[src/rtl/core/ael_pkg.sv]
// ----------------------------------------------------------------------------
// ael_pkg
// Types, character codes and keyword tables of the expression lexer.
// ----------------------------------------------------------------------------
package ael_pkg;

    localparam int POS_BITS  = 16;
    localparam int KW_NUM    = 6;
    localparam int KW_CHARS  = 3;
    localparam int TOK_DEPTH = 2;
    localparam int PTR_BITS  = (TOK_DEPTH > 1) ? $clog2(TOK_DEPTH) : 1;

    localparam logic [15:0] LEN_MAX = 16'hFFFF;
    localparam logic [KW_NUM-1:0] CAND_ALL = {KW_NUM{1'b1}};

    localparam logic [7:0] CH_ZERO  = 8'd48;
    localparam logic [7:0] CH_NINE  = 8'd57;
    localparam logic [7:0] CH_LOW_A = 8'd97;
    localparam logic [7:0] CH_LOW_Z = 8'd122;
    localparam logic [7:0] CH_DOT   = 8'd46;
    localparam logic [7:0] CH_PLUS  = 8'd43;
    localparam logic [7:0] CH_MINUS = 8'd45;
    localparam logic [7:0] CH_STAR  = 8'd42;
    localparam logic [7:0] CH_SLASH = 8'd47;
    localparam logic [7:0] CH_LPAR  = 8'd40;
    localparam logic [7:0] CH_RPAR  = 8'd41;

    typedef enum logic [1:0] {
        RUN_NONE   = 2'd0,
        RUN_NUMBER = 2'd1,
        RUN_WORD   = 2'd2
    } t_run_mode;

    typedef enum logic [3:0] {
        KIND_PLUS   = 4'd0,
        KIND_MINUS  = 4'd1,
        KIND_MUL    = 4'd2,
        KIND_DIV    = 4'd3,
        KIND_LPAREN = 4'd4,
        KIND_RPAREN = 4'd5,
        KIND_NUMBER = 4'd6,
        KIND_SIN    = 4'd7,
        KIND_COS    = 4'd8,
        KIND_TAN    = 4'd9,
        KIND_EXP    = 4'd10,
        KIND_LOG    = 4'd11
    } t_token_kind;

    // Keywords: sin, cos, tan, exp, log, ln
    localparam logic [7:0] KW_TEXT [KW_NUM][KW_CHARS] = '{
        '{8'h73, 8'h69, 8'h6E},
        '{8'h63, 8'h6F, 8'h73},
        '{8'h74, 8'h61, 8'h6E},
        '{8'h65, 8'h78, 8'h70},
        '{8'h6C, 8'h6F, 8'h67},
        '{8'h6C, 8'h6E, 8'h00}
    };
    localparam logic [1:0] KW_LEN [KW_NUM] = '{2'd3, 2'd3, 2'd3, 2'd3, 2'd3, 2'd2};
    localparam t_token_kind KW_KIND [KW_NUM] = '{
        KIND_SIN, KIND_COS, KIND_TAN, KIND_EXP, KIND_LOG, KIND_LOG
    };

    typedef struct packed {
        logic [7:0] in_byte;
        logic       end_of_stream;
    } t_in_item;

    typedef struct packed {
        t_token_kind token_kind;
        logic [15:0] token_start;
        logic [15:0] token_length;
        logic [15:0] token_ordinal;
        logic        word_recognized;
        logic        last_of_run;
    } t_out_item;

    // Tokens produced by one byte, handed from the step logic to the queue.
    typedef struct packed {
        logic      valid;
        logic      pair;
        t_out_item tok0;
        t_out_item tok1;
    } t_tok_pair;

endpackage

[src/rtl/core/ael_step.sv]
// ----------------------------------------------------------------------------
// ael_step
// Input register, run state and the per-byte tokenizing logic.
// ----------------------------------------------------------------------------
module ael_step (
    input  logic              i_clk,
    input  logic              i_rst_n,
    input  logic              i_in_valid,
    output logic              o_in_ready,
    input  ael_pkg::t_in_item i_in_data,
    input  logic              i_room,
    output ael_pkg::t_tok_pair o_pair
);

    typedef struct packed {
        logic                rec;
        ael_pkg::t_token_kind kind;
    } t_word_res;

    function automatic logic is_digit(input logic [7:0] c);
        return (c >= ael_pkg::CH_ZERO) && (c <= ael_pkg::CH_NINE);
    endfunction

    function automatic logic is_lower(input logic [7:0] c);
        return (c >= ael_pkg::CH_LOW_A) && (c <= ael_pkg::CH_LOW_Z);
    endfunction

    function automatic logic [ael_pkg::KW_NUM-1:0] first_cand(input logic [7:0] c);
        logic [ael_pkg::KW_NUM-1:0] m;
        for (int i = 0; i < ael_pkg::KW_NUM; i++) begin
            m[i] = (ael_pkg::KW_TEXT[i][0] == c);
        end
        return m;
    endfunction

    // Lowest-numbered keyword whose full length matches wins.
    function automatic t_word_res close_word(input logic [ael_pkg::KW_NUM-1:0] cand,
                                             input logic [15:0] len);
        t_word_res res;
        res.rec  = 1'b0;
        res.kind = ael_pkg::KIND_SIN;
        for (int i = ael_pkg::KW_NUM - 1; i >= 0; i--) begin
            if (cand[i] && (len == 16'(ael_pkg::KW_LEN[i]))) begin
                res.rec  = 1'b1;
                res.kind = ael_pkg::KW_KIND[i];
            end
        end
        return res;
    endfunction

    function automatic ael_pkg::t_out_item make_tok(input ael_pkg::t_token_kind kind,
                                                    input logic [ael_pkg::POS_BITS-1:0] start,
                                                    input logic [15:0] len,
                                                    input logic rec);
        ael_pkg::t_out_item t;
        t.token_kind      = kind;
        t.token_start     = 16'(start);
        t.token_length    = len;
        t.token_ordinal   = '0;
        t.word_recognized = rec;
        t.last_of_run     = 1'b0;
        return t;
    endfunction

    function automatic ael_pkg::t_out_item run_tok(input ael_pkg::t_run_mode mode,
                                                   input logic [ael_pkg::KW_NUM-1:0] cand,
                                                   input logic [ael_pkg::POS_BITS-1:0] start,
                                                   input logic [15:0] len);
        t_word_res w;
        w = close_word(cand, len);
        if (mode == ael_pkg::RUN_WORD) begin
            return make_tok(w.kind, start, len, w.rec);
        end
        return make_tok(ael_pkg::KIND_NUMBER, start, len, 1'b1);
    endfunction

    // input register
    logic               r_in_vld;
    ael_pkg::t_in_item  r_in;

    // run state
    ael_pkg::t_run_mode            r_mode,      n_mode;
    logic [ael_pkg::POS_BITS-1:0]  r_run_start, n_run_start;
    logic [15:0]                   r_run_len,   n_run_len;
    logic [ael_pkg::KW_NUM-1:0]    r_cand,      n_cand;
    logic [ael_pkg::POS_BITS-1:0]  r_pos,       n_pos;
    logic [15:0]                   r_tok_cnt,   n_tok_cnt;

    logic                          adv;
    logic [7:0]                    c;
    logic                          eos;
    logic                          c_digit;
    logic                          c_lower;
    logic                          is_op;
    ael_pkg::t_token_kind          op_kind;
    logic                          extended;
    logic                          close_old;
    logic                          op_emit;
    logic                          close_new;
    logic [ael_pkg::KW_NUM-1:0]    cand_ext;
    logic [1:0]                    kw_pos;
    ael_pkg::t_run_mode            post_mode;
    logic [ael_pkg::POS_BITS-1:0]  post_start;
    logic [15:0]                   post_len;
    logic [ael_pkg::KW_NUM-1:0]    post_cand;
    logic [1:0]                    n_tok;

    assign adv        = r_in_vld && i_room;
    assign o_in_ready = !r_in_vld || adv;
    assign c          = r_in.in_byte;
    assign eos        = r_in.end_of_stream;

    // classification and post-byte run
    always_comb begin
        c_digit = is_digit(c);
        c_lower = is_lower(c);
        is_op   = 1'b1;
        case (c)
            ael_pkg::CH_PLUS:  op_kind = ael_pkg::KIND_PLUS;
            ael_pkg::CH_MINUS: op_kind = ael_pkg::KIND_MINUS;
            ael_pkg::CH_STAR:  op_kind = ael_pkg::KIND_MUL;
            ael_pkg::CH_SLASH: op_kind = ael_pkg::KIND_DIV;
            ael_pkg::CH_LPAR:  op_kind = ael_pkg::KIND_LPAREN;
            ael_pkg::CH_RPAR:  op_kind = ael_pkg::KIND_RPAREN;
            default: begin
                op_kind = ael_pkg::KIND_PLUS;
                is_op   = 1'b0;
            end
        endcase

        kw_pos = (r_run_len < 16'(ael_pkg::KW_CHARS)) ? r_run_len[1:0] : 2'd0;
        for (int i = 0; i < ael_pkg::KW_NUM; i++) begin
            cand_ext[i] = r_cand[i] && (r_run_len < 16'(ael_pkg::KW_LEN[i]))
                          && (ael_pkg::KW_TEXT[i][kw_pos] == c);
        end

        extended = ((r_mode == ael_pkg::RUN_NUMBER) && (c_digit || c == ael_pkg::CH_DOT))
                || ((r_mode == ael_pkg::RUN_WORD) && c_lower);
        close_old = !extended
                 && ((r_mode == ael_pkg::RUN_NUMBER) || (r_mode == ael_pkg::RUN_WORD));
        op_emit   = !extended && is_op;

        if (extended) begin
            post_mode  = r_mode;
            post_start = r_run_start;
            post_len   = (r_run_len == ael_pkg::LEN_MAX) ? r_run_len : r_run_len + 16'd1;
            post_cand  = (r_mode == ael_pkg::RUN_WORD) ? cand_ext : r_cand;
        end else if (!is_op && (c_digit || c_lower)) begin
            post_mode  = c_digit ? ael_pkg::RUN_NUMBER : ael_pkg::RUN_WORD;
            post_start = r_pos;
            post_len   = 16'd1;
            post_cand  = c_digit ? ael_pkg::CAND_ALL : first_cand(c);
        end else begin
            post_mode  = ael_pkg::RUN_NONE;
            post_start = r_run_start;
            post_len   = 16'd0;
            post_cand  = ael_pkg::CAND_ALL;
        end

        close_new = eos && ((post_mode == ael_pkg::RUN_NUMBER)
                         || (post_mode == ael_pkg::RUN_WORD));
        n_tok = 2'(close_old) + 2'(op_emit) + 2'(close_new);
    end

    // next state
    always_comb begin
        n_run_start = post_start;
        if (eos) begin
            n_mode    = ael_pkg::RUN_NONE;
            n_run_len = 16'd0;
            n_cand    = ael_pkg::CAND_ALL;
            n_pos     = '0;
            n_tok_cnt = 16'd0;
        end else begin
            n_mode    = post_mode;
            n_run_len = post_len;
            n_cand    = post_cand;
            n_pos     = r_pos + 1'b1;
            n_tok_cnt = r_tok_cnt + 16'(n_tok);
        end
    end

    // token outputs
    always_comb begin
        ael_pkg::t_out_item tok_a;
        ael_pkg::t_out_item tok_b;
        ael_pkg::t_out_item tok_c;
        tok_a = run_tok(r_mode, r_cand, r_run_start, r_run_len);
        tok_b = make_tok(op_kind, r_pos, 16'd1, 1'b1);
        tok_c = run_tok(post_mode, post_cand, post_start, post_len);

        o_pair.valid = adv && (n_tok != 2'd0);
        o_pair.pair  = (n_tok == 2'd2);
        o_pair.tok0  = close_old ? tok_a : (op_emit ? tok_b : tok_c);
        o_pair.tok1  = (close_old && op_emit) ? tok_b : tok_c;
        o_pair.tok0.token_ordinal = r_tok_cnt;
        o_pair.tok1.token_ordinal = r_tok_cnt + 16'd1;
        o_pair.tok0.last_of_run   = (n_tok != 2'd2);
        o_pair.tok1.last_of_run   = 1'b1;
    end

    always_ff @(posedge i_clk) begin
        if (!i_rst_n) begin
            r_in_vld    <= 1'b0;
            r_mode      <= ael_pkg::RUN_NONE;
            r_run_start <= '0;
            r_run_len   <= 16'd0;
            r_cand      <= ael_pkg::CAND_ALL;
            r_pos       <= '0;
            r_tok_cnt   <= 16'd0;
        end else begin
            if (o_in_ready) begin
                r_in_vld <= i_in_valid;
            end
            if (adv) begin
                r_mode      <= n_mode;
                r_run_start <= n_run_start;
                r_run_len   <= n_run_len;
                r_cand      <= n_cand;
                r_pos       <= n_pos;
                r_tok_cnt   <= n_tok_cnt;
            end
        end
    end

    always_ff @(posedge i_clk) begin
        if (i_in_valid && o_in_ready) begin
            r_in <= i_in_data;
        end
    end

endmodule

[src/rtl/core/ael_tok_fifo.sv]
// ----------------------------------------------------------------------------
// ael_tok_fifo
// Result queue of token pairs; drains one token per cycle while the consumer is ready.
// ----------------------------------------------------------------------------
module ael_tok_fifo (
    input  logic                i_clk,
    input  logic                i_rst_n,
    input  ael_pkg::t_tok_pair  i_pair,
    output logic                o_room,
    output logic                o_out_valid,
    input  logic                i_out_ready,
    output ael_pkg::t_out_item  o_out_data
);

    ael_pkg::t_tok_pair              r_mem [ael_pkg::TOK_DEPTH];
    logic [ael_pkg::PTR_BITS-1:0]    r_wr_ptr;
    logic [ael_pkg::PTR_BITS-1:0]    r_rd_ptr;
    logic [ael_pkg::PTR_BITS:0]      r_count;
    logic                            r_half;

    ael_pkg::t_tok_pair              head;
    logic                            pop;
    logic                            entry_done;

    function automatic logic [ael_pkg::PTR_BITS-1:0] ptr_inc(
        input logic [ael_pkg::PTR_BITS-1:0] p);
        if (p == ael_pkg::PTR_BITS'(ael_pkg::TOK_DEPTH - 1)) begin
            return '0;
        end
        return p + 1'b1;
    endfunction

    assign head        = r_mem[r_rd_ptr];
    assign o_out_valid = (r_count != '0);
    assign o_out_data  = r_half ? head.tok1 : head.tok0;
    assign o_room      = (r_count < (ael_pkg::PTR_BITS + 1)'(ael_pkg::TOK_DEPTH));
    assign pop         = o_out_valid && i_out_ready;
    assign entry_done  = pop && (r_half || !head.pair);

    always_ff @(posedge i_clk) begin
        if (!i_rst_n) begin
            r_wr_ptr <= '0;
            r_rd_ptr <= '0;
            r_count  <= '0;
            r_half   <= 1'b0;
        end else begin
            if (i_pair.valid) begin
                r_wr_ptr <= ptr_inc(r_wr_ptr);
            end
            if (entry_done) begin
                r_rd_ptr <= ptr_inc(r_rd_ptr);
                r_half   <= 1'b0;
            end else if (pop) begin
                r_half   <= 1'b1;
            end
            r_count <= r_count + (ael_pkg::PTR_BITS + 1)'(i_pair.valid)
                               - (ael_pkg::PTR_BITS + 1)'(entry_done);
        end
    end

    always_ff @(posedge i_clk) begin
        if (i_pair.valid) begin
            r_mem[r_wr_ptr] <= i_pair;
        end
    end

endmodule

[src/rtl/core/arith_expression_lexer.sv]
// ----------------------------------------------------------------------------
// arith_expression_lexer
// Byte-stream tokenizer for arithmetic expressions.
// ----------------------------------------------------------------------------
// Takes one byte per transaction and emits tokens: + - * / ( ) as operators,
// digit-led runs of digits and dots as numbers, lowercase runs as the
// functions sin cos tan exp log (ln also gives log; unknown words give sin
// with word_recognized low). All other bytes are skipped. end_of_stream on a
// byte flushes any open run and restarts position and ordinal counting. A
// byte can produce up to two tokens (closing a run plus an operator, or a
// run flush on end_of_stream); last_of_run marks the final one. Bytes are
// taken one per cycle while the result queue has room; each byte is held
// in the input register and its tokens are then written into a two-entry
// result queue. The output side delivers one token per cycle while the
// consumer is ready; a byte that yields two tokens holds it for both, so
// that port bounds the sustained rate when operators follow runs closely.
// ----------------------------------------------------------------------------
module arith_expression_lexer (
    input  logic               i_clk,
    input  logic               i_rst_n,
    input  logic               i_in_valid,
    output logic               o_in_ready,
    input  ael_pkg::t_in_item  i_in_data,
    output logic               o_out_valid,
    input  logic               i_out_ready,
    output ael_pkg::t_out_item o_out_data
);

    // token pair from the step logic into the queue
    ael_pkg::t_tok_pair pair;
    // queue can take another pair this cycle
    logic               room;

    // Input register, run state machine and per-byte token decode.
    ael_step u_step (
        .i_clk      (i_clk),
        .i_rst_n    (i_rst_n),
        .i_in_valid (i_in_valid),
        .o_in_ready (o_in_ready),
        .i_in_data  (i_in_data),
        .i_room     (room),
        .o_pair     (pair)
    );

    // Result queue: holds finished tokens so the input side keeps moving while
    // the consumer stalls, until the queue is full.
    ael_tok_fifo u_tok_fifo (
        .i_clk       (i_clk),
        .i_rst_n     (i_rst_n),
        .i_pair      (pair),
        .o_room      (room),
        .o_out_valid (o_out_valid),
        .i_out_ready (i_out_ready),
        .o_out_data  (o_out_data)
    );

endmodule

[config.mk]
export PLATFORM = sky130hd
export DESIGN_NAME = arith_expression_lexer
export DESIGN_NICKNAME = d
export VERILOG_FILES = /design/src/rtl/core/ael_pkg.sv /design/src/rtl/core/ael_step.sv /design/src/rtl/core/ael_tok_fifo.sv /design/src/rtl/core/arith_expression_lexer.sv
export SDC_FILE = /design/constraint.sdc
export NUM_CORES = 1
export LEC_CHECK = 0
export ABC_AREA = 0
export ABC_CLOCK_PERIOD_IN_PS = 9950
export BUFFER_PORTS_ARGS = -buffer_cell sky130_fd_sc_hd__buf_2
export CORE_ASPECT_RATIO = 2
export CORE_UTILIZATION = 45
export DETAILED_ROUTE_END_ITERATION = 10
export PLACE_DENSITY = 0.62
export SYNTH_ARGS = -nofsm -noshare
export SYNTH_HDL_FRONTEND = slang
export SYNTH_HIERARCHICAL = 1
export SYNTH_SLANG_ARGS = --single-unit
[constraint.sdc]
create_clock -name i_clk -period 9.95 [get_ports i_clk]
set_clock_uncertainty 0.2 [all_clocks]
set_input_delay 0.995 -clock i_clk [delete_from_list [all_inputs] [get_ports i_clk]]
set_output_delay 0.995 -clock i_clk [all_outputs]
set_load 0.005 [all_outputs]
==> impl_metrics.json <==
{
  "design_area_um2": 15800,
  "ctsLongestPathBuffers": 3,
  "seq_area_frac_synth_pct": 58.8,
  "detailedRoute.firstIterationViolations": 467,
  "drtAntennaViolNets": 0,
  "vdd.ir_drop.worst_v": 0.000137,
  "maxCapViolations": 0,
  "critPathSlowestCell": "buf_4",
  "wire_length_of_the_first_global_routing_pass_mm": 49.7,
  "post_cts_resize_count": 0,
  "post_synth_instance_area_um2": 14300,
  "antenna_cells": 0,
  "setup_viol_count_final": 0,
  "num-nets-final": 1128,
  "post-cts-setup-buffer-count": 0,
  "synth-async-reset-ratio_pct": 0,
  "die-width_um": 128,
  "cts-htree-levels": 1,
  "grt-ovfl-total": 0,
  "crit_path_end_kind": "flop",
  "avgSynthCellArea_um2": 13.5,
  "grt_pass1_vias": 8879,
  "setup.worst_path.start_class": "flop",
  "setup-tns-final_ns": 0,
  "synth_nets": 1091,
  "first_pass_iters": 5,
  "timing.critical_path.arrival_ns": 6.06,
  "cp_cell_sequence": "o21ai_1 > a32oi_1 > nand2b_1 > nand2_2 > nor2_4 > inv_2 > fa_1 > a21oi_1 > nor2b_4 > buf_4",
  "core-area_um2": 31400,
  "ys_seq_elements": 306,
  "seq_power_share_pct": 54.5,
  "fp.dieArea_um2": 32500,
  "std_cell_rows": 92,
  "place_congestion": 0.949,
  "ff2ff_setup_slack_ns": 3.84,
  "switch_share_pct": 20.8,
  "dp_hpwl_mm": 21.7,
  "skew_pair_late_insertion_delay_ns": 0.56,
  "wire_per_inst_um": 20.6,
  "worst-slew-pin-transition_ns": 1.10,
  "post_route_cells_drive_above_1_share_pct": 21.5,
  "remaining_drc_errors": 0,
  "routed_via_density": 5.59,
  "status": "finished, final reports clean",
  "fmax_mhz": 164,
  "pleak_uw": 0.00551,
  "placed_area_um2": 14900,
  "final_hold_viol_count": 0,
  "worst_hold_path_type": "flop to flop",
  "fin_crit_ns": 6.11,
  "critPathRequiredTime_ns": 9.90,
  "cts.reportedPaths.clkPinSlew_ns": 0.07,
  "p_int_uw": 2010,
  "net-switching-power_uw": 527,
  "share_clk_of_total_power_pct": 41.9,
  "grt_antenna_before_repair": 0,
  "grt_setup_unrepaired": "no",
  "syn_to_final_growth_pct": 10.4,
  "cts_made_buffers": 26,
  "slew_headroom_pct": 26.5,
  "start_util_pct": 45.5,
  "cts_root_buf": "clkbuf_16",
  "grt_start_max_net_pins": 77,
  "power_frac_comb_pct": 3.5,
  "period_share_pct": 61.4,
  "synthesis.instances": 1061,
  "io_buffers": 68,
  "io-pin-count": 69,
  "overall_via_count_from_detail_route": 8619,
  "final_count_of_pins_violating_max_slew": 0,
  "critPathMaxStageDelay_ns": 0.94,
  "die-height_um": 254,
  "power_density_nw_per_um2": 161,
  "critical_path.max_fanout": 76,
  "criticalPathCategory": "flop to flop",
  "postSynth.topFlopCell": "edfxtp_1",
  "tritoncts": "done",
  "route.final.wire_length_mm": 31.8,
  "synth_enable_flop_cells": 227,
  "clock_sinks": 306,
  "synthDistinctLibCells": 77,
  "cts_hold_repair.buffers": 0,
  "grt_usage_pct": 20.3,
  "synth.yosys.warnings": 6
}
-- path summary, 6_finish.rpt --
path                                     startpoint                  endpoint  cells past startpoint
worst max-delay path                    u_step/c[1]  u_tok_fifo/r_mem[0][105]                     10
worst min-delay path            u_tok_fifo/r_rd_ptr       u_tok_fifo/r_rd_ptr                      2
worst max register to register          u_step/c[1]  u_tok_fifo/r_mem[0][105]                     10
worst min register to register  u_tok_fifo/r_rd_ptr       u_tok_fifo/r_rd_ptr                      2
-- cells by family after synthesis --
group	after synthesis	share of synthesized area, %
adder cells (fa/ha/maj)	17	1.59
AO/OA/AOI/OAI	135	6.55
flip-flops	306	58.8
buffers and inverters	96	3.33
other	1	0.0262
multiplexers	111	12.8
XOR/XNOR	67	4.11
AND/OR/NAND/NOR	328	12.8
-- registers in the layout, summed over array words and instances, names as in the netlist, named ones only --
signal               flops
u_tok_fifo/r_mem       218
u_step/r_pos            16
u_step/r_run_len        16
u_step/r_run_start      16
u_step/r_tok_cnt        16
u_step/c                 8
u_step/r_cand            6
u_step/r_mode            2
u_tok_fifo/r_count       2
u_step/eos               1
u_step/r_in_vld          1
u_tok_fifo/r_half        1
u_tok_fifo/r_rd_ptr      1
u_tok_fifo/r_wr_ptr      1
-- stage by stage --
step | power, uW | worst slack [ns] | hold slack (ns) | utilization (%) | instances
2_1_floorplan | 1470 | 1.46 | 0.224 | - | 1061
3_3_place_gp | 1500 | 3.95 | 0.248 | 47.3 | 1493
3_5_place_dp | 1500 | 3.84 | 0.280 | 47.3 | 1493
4_1_cts | 2560 | 3.82 | 0.293 | 50.2 | 1541
5_1_grt | 2610 | 3.38 | 0.312 | 50.2 | 1541
6_report | 2530 | 3.84 | 0.294 | 50.2 | 1541
-- synthesized netlist by cell type, drive strengths merged (29+ instances only) --
cell type / instances / share of area [%]
xnor2: 36 / 2.2
mux2: 36 / 2.9
nand3: 35 / 1.3
nor2b: 40 / 1.8
dfxtp: 79 / 11
nand2: 55 / 1.5
buf: 39 / 1.8
xor2: 31 / 1.9
mux4: 54 / 8.5
edfxtp: 227 / 48
nor2: 81 / 2.2
clkbuf: 29 / 0.76
-- power groups by stage --
stage	logic, uW	clock network [uW]	registers, uW
after floorplan	68.3	0	1400
after global placement	89.8	0	1410
after detailed placement	90.2	0	1410
after CTS	90.5	1090	1380
after global routing	97.4	1130	1380
final	89.0	1060	1380
-- placed cells by master, fill, tap and decap left out, drive strengths merged, types with 30 or more instances in the layout --
cell | netlist | final
buf | 39 | 77
nand2 | 55 | 55
xor2 | 31 | 31
xnor2 | 36 | 36
edfxtp | 227 | 227
nor2 | 81 | 81
dfxtp | 79 | 79
mux2 | 36 | 36
inv | 28 | 30
clkbuf | 29 | 31
nand3 | 35 | 35
mux4 | 54 | 54
nor2b | 40 | 40
-- layer usage --
layer	GRT usage (%)	vias to the layer above	routed length (um)
li1	-	4034	-
met1	20.7	4332	11400
met2	39.3	178	17800
met3	2.08	75	890
met4	11.2	0	1750
met5	0	-	0
-- worst max-delay path, delay by kind of cell (launching register included) --
kind / cells / cell delay (ns)
buf+inv: 2 / 1.18
fa+ha+maj: 1 / 0.53
flops: 1 / 0.85
compound gates: 3 / 0.86
simple gates: 4 / 2.00
-- cell type report --
class,count,area (um^2)
sequential,306,8400
multi-input combinational,659,5420
timing repair buffer,77,408
fill,2736,15700
inverter,28,105
clock buffer,31,689
tap,423,529
clock inverter,17,211
Power figures use the tool's default switching activity.
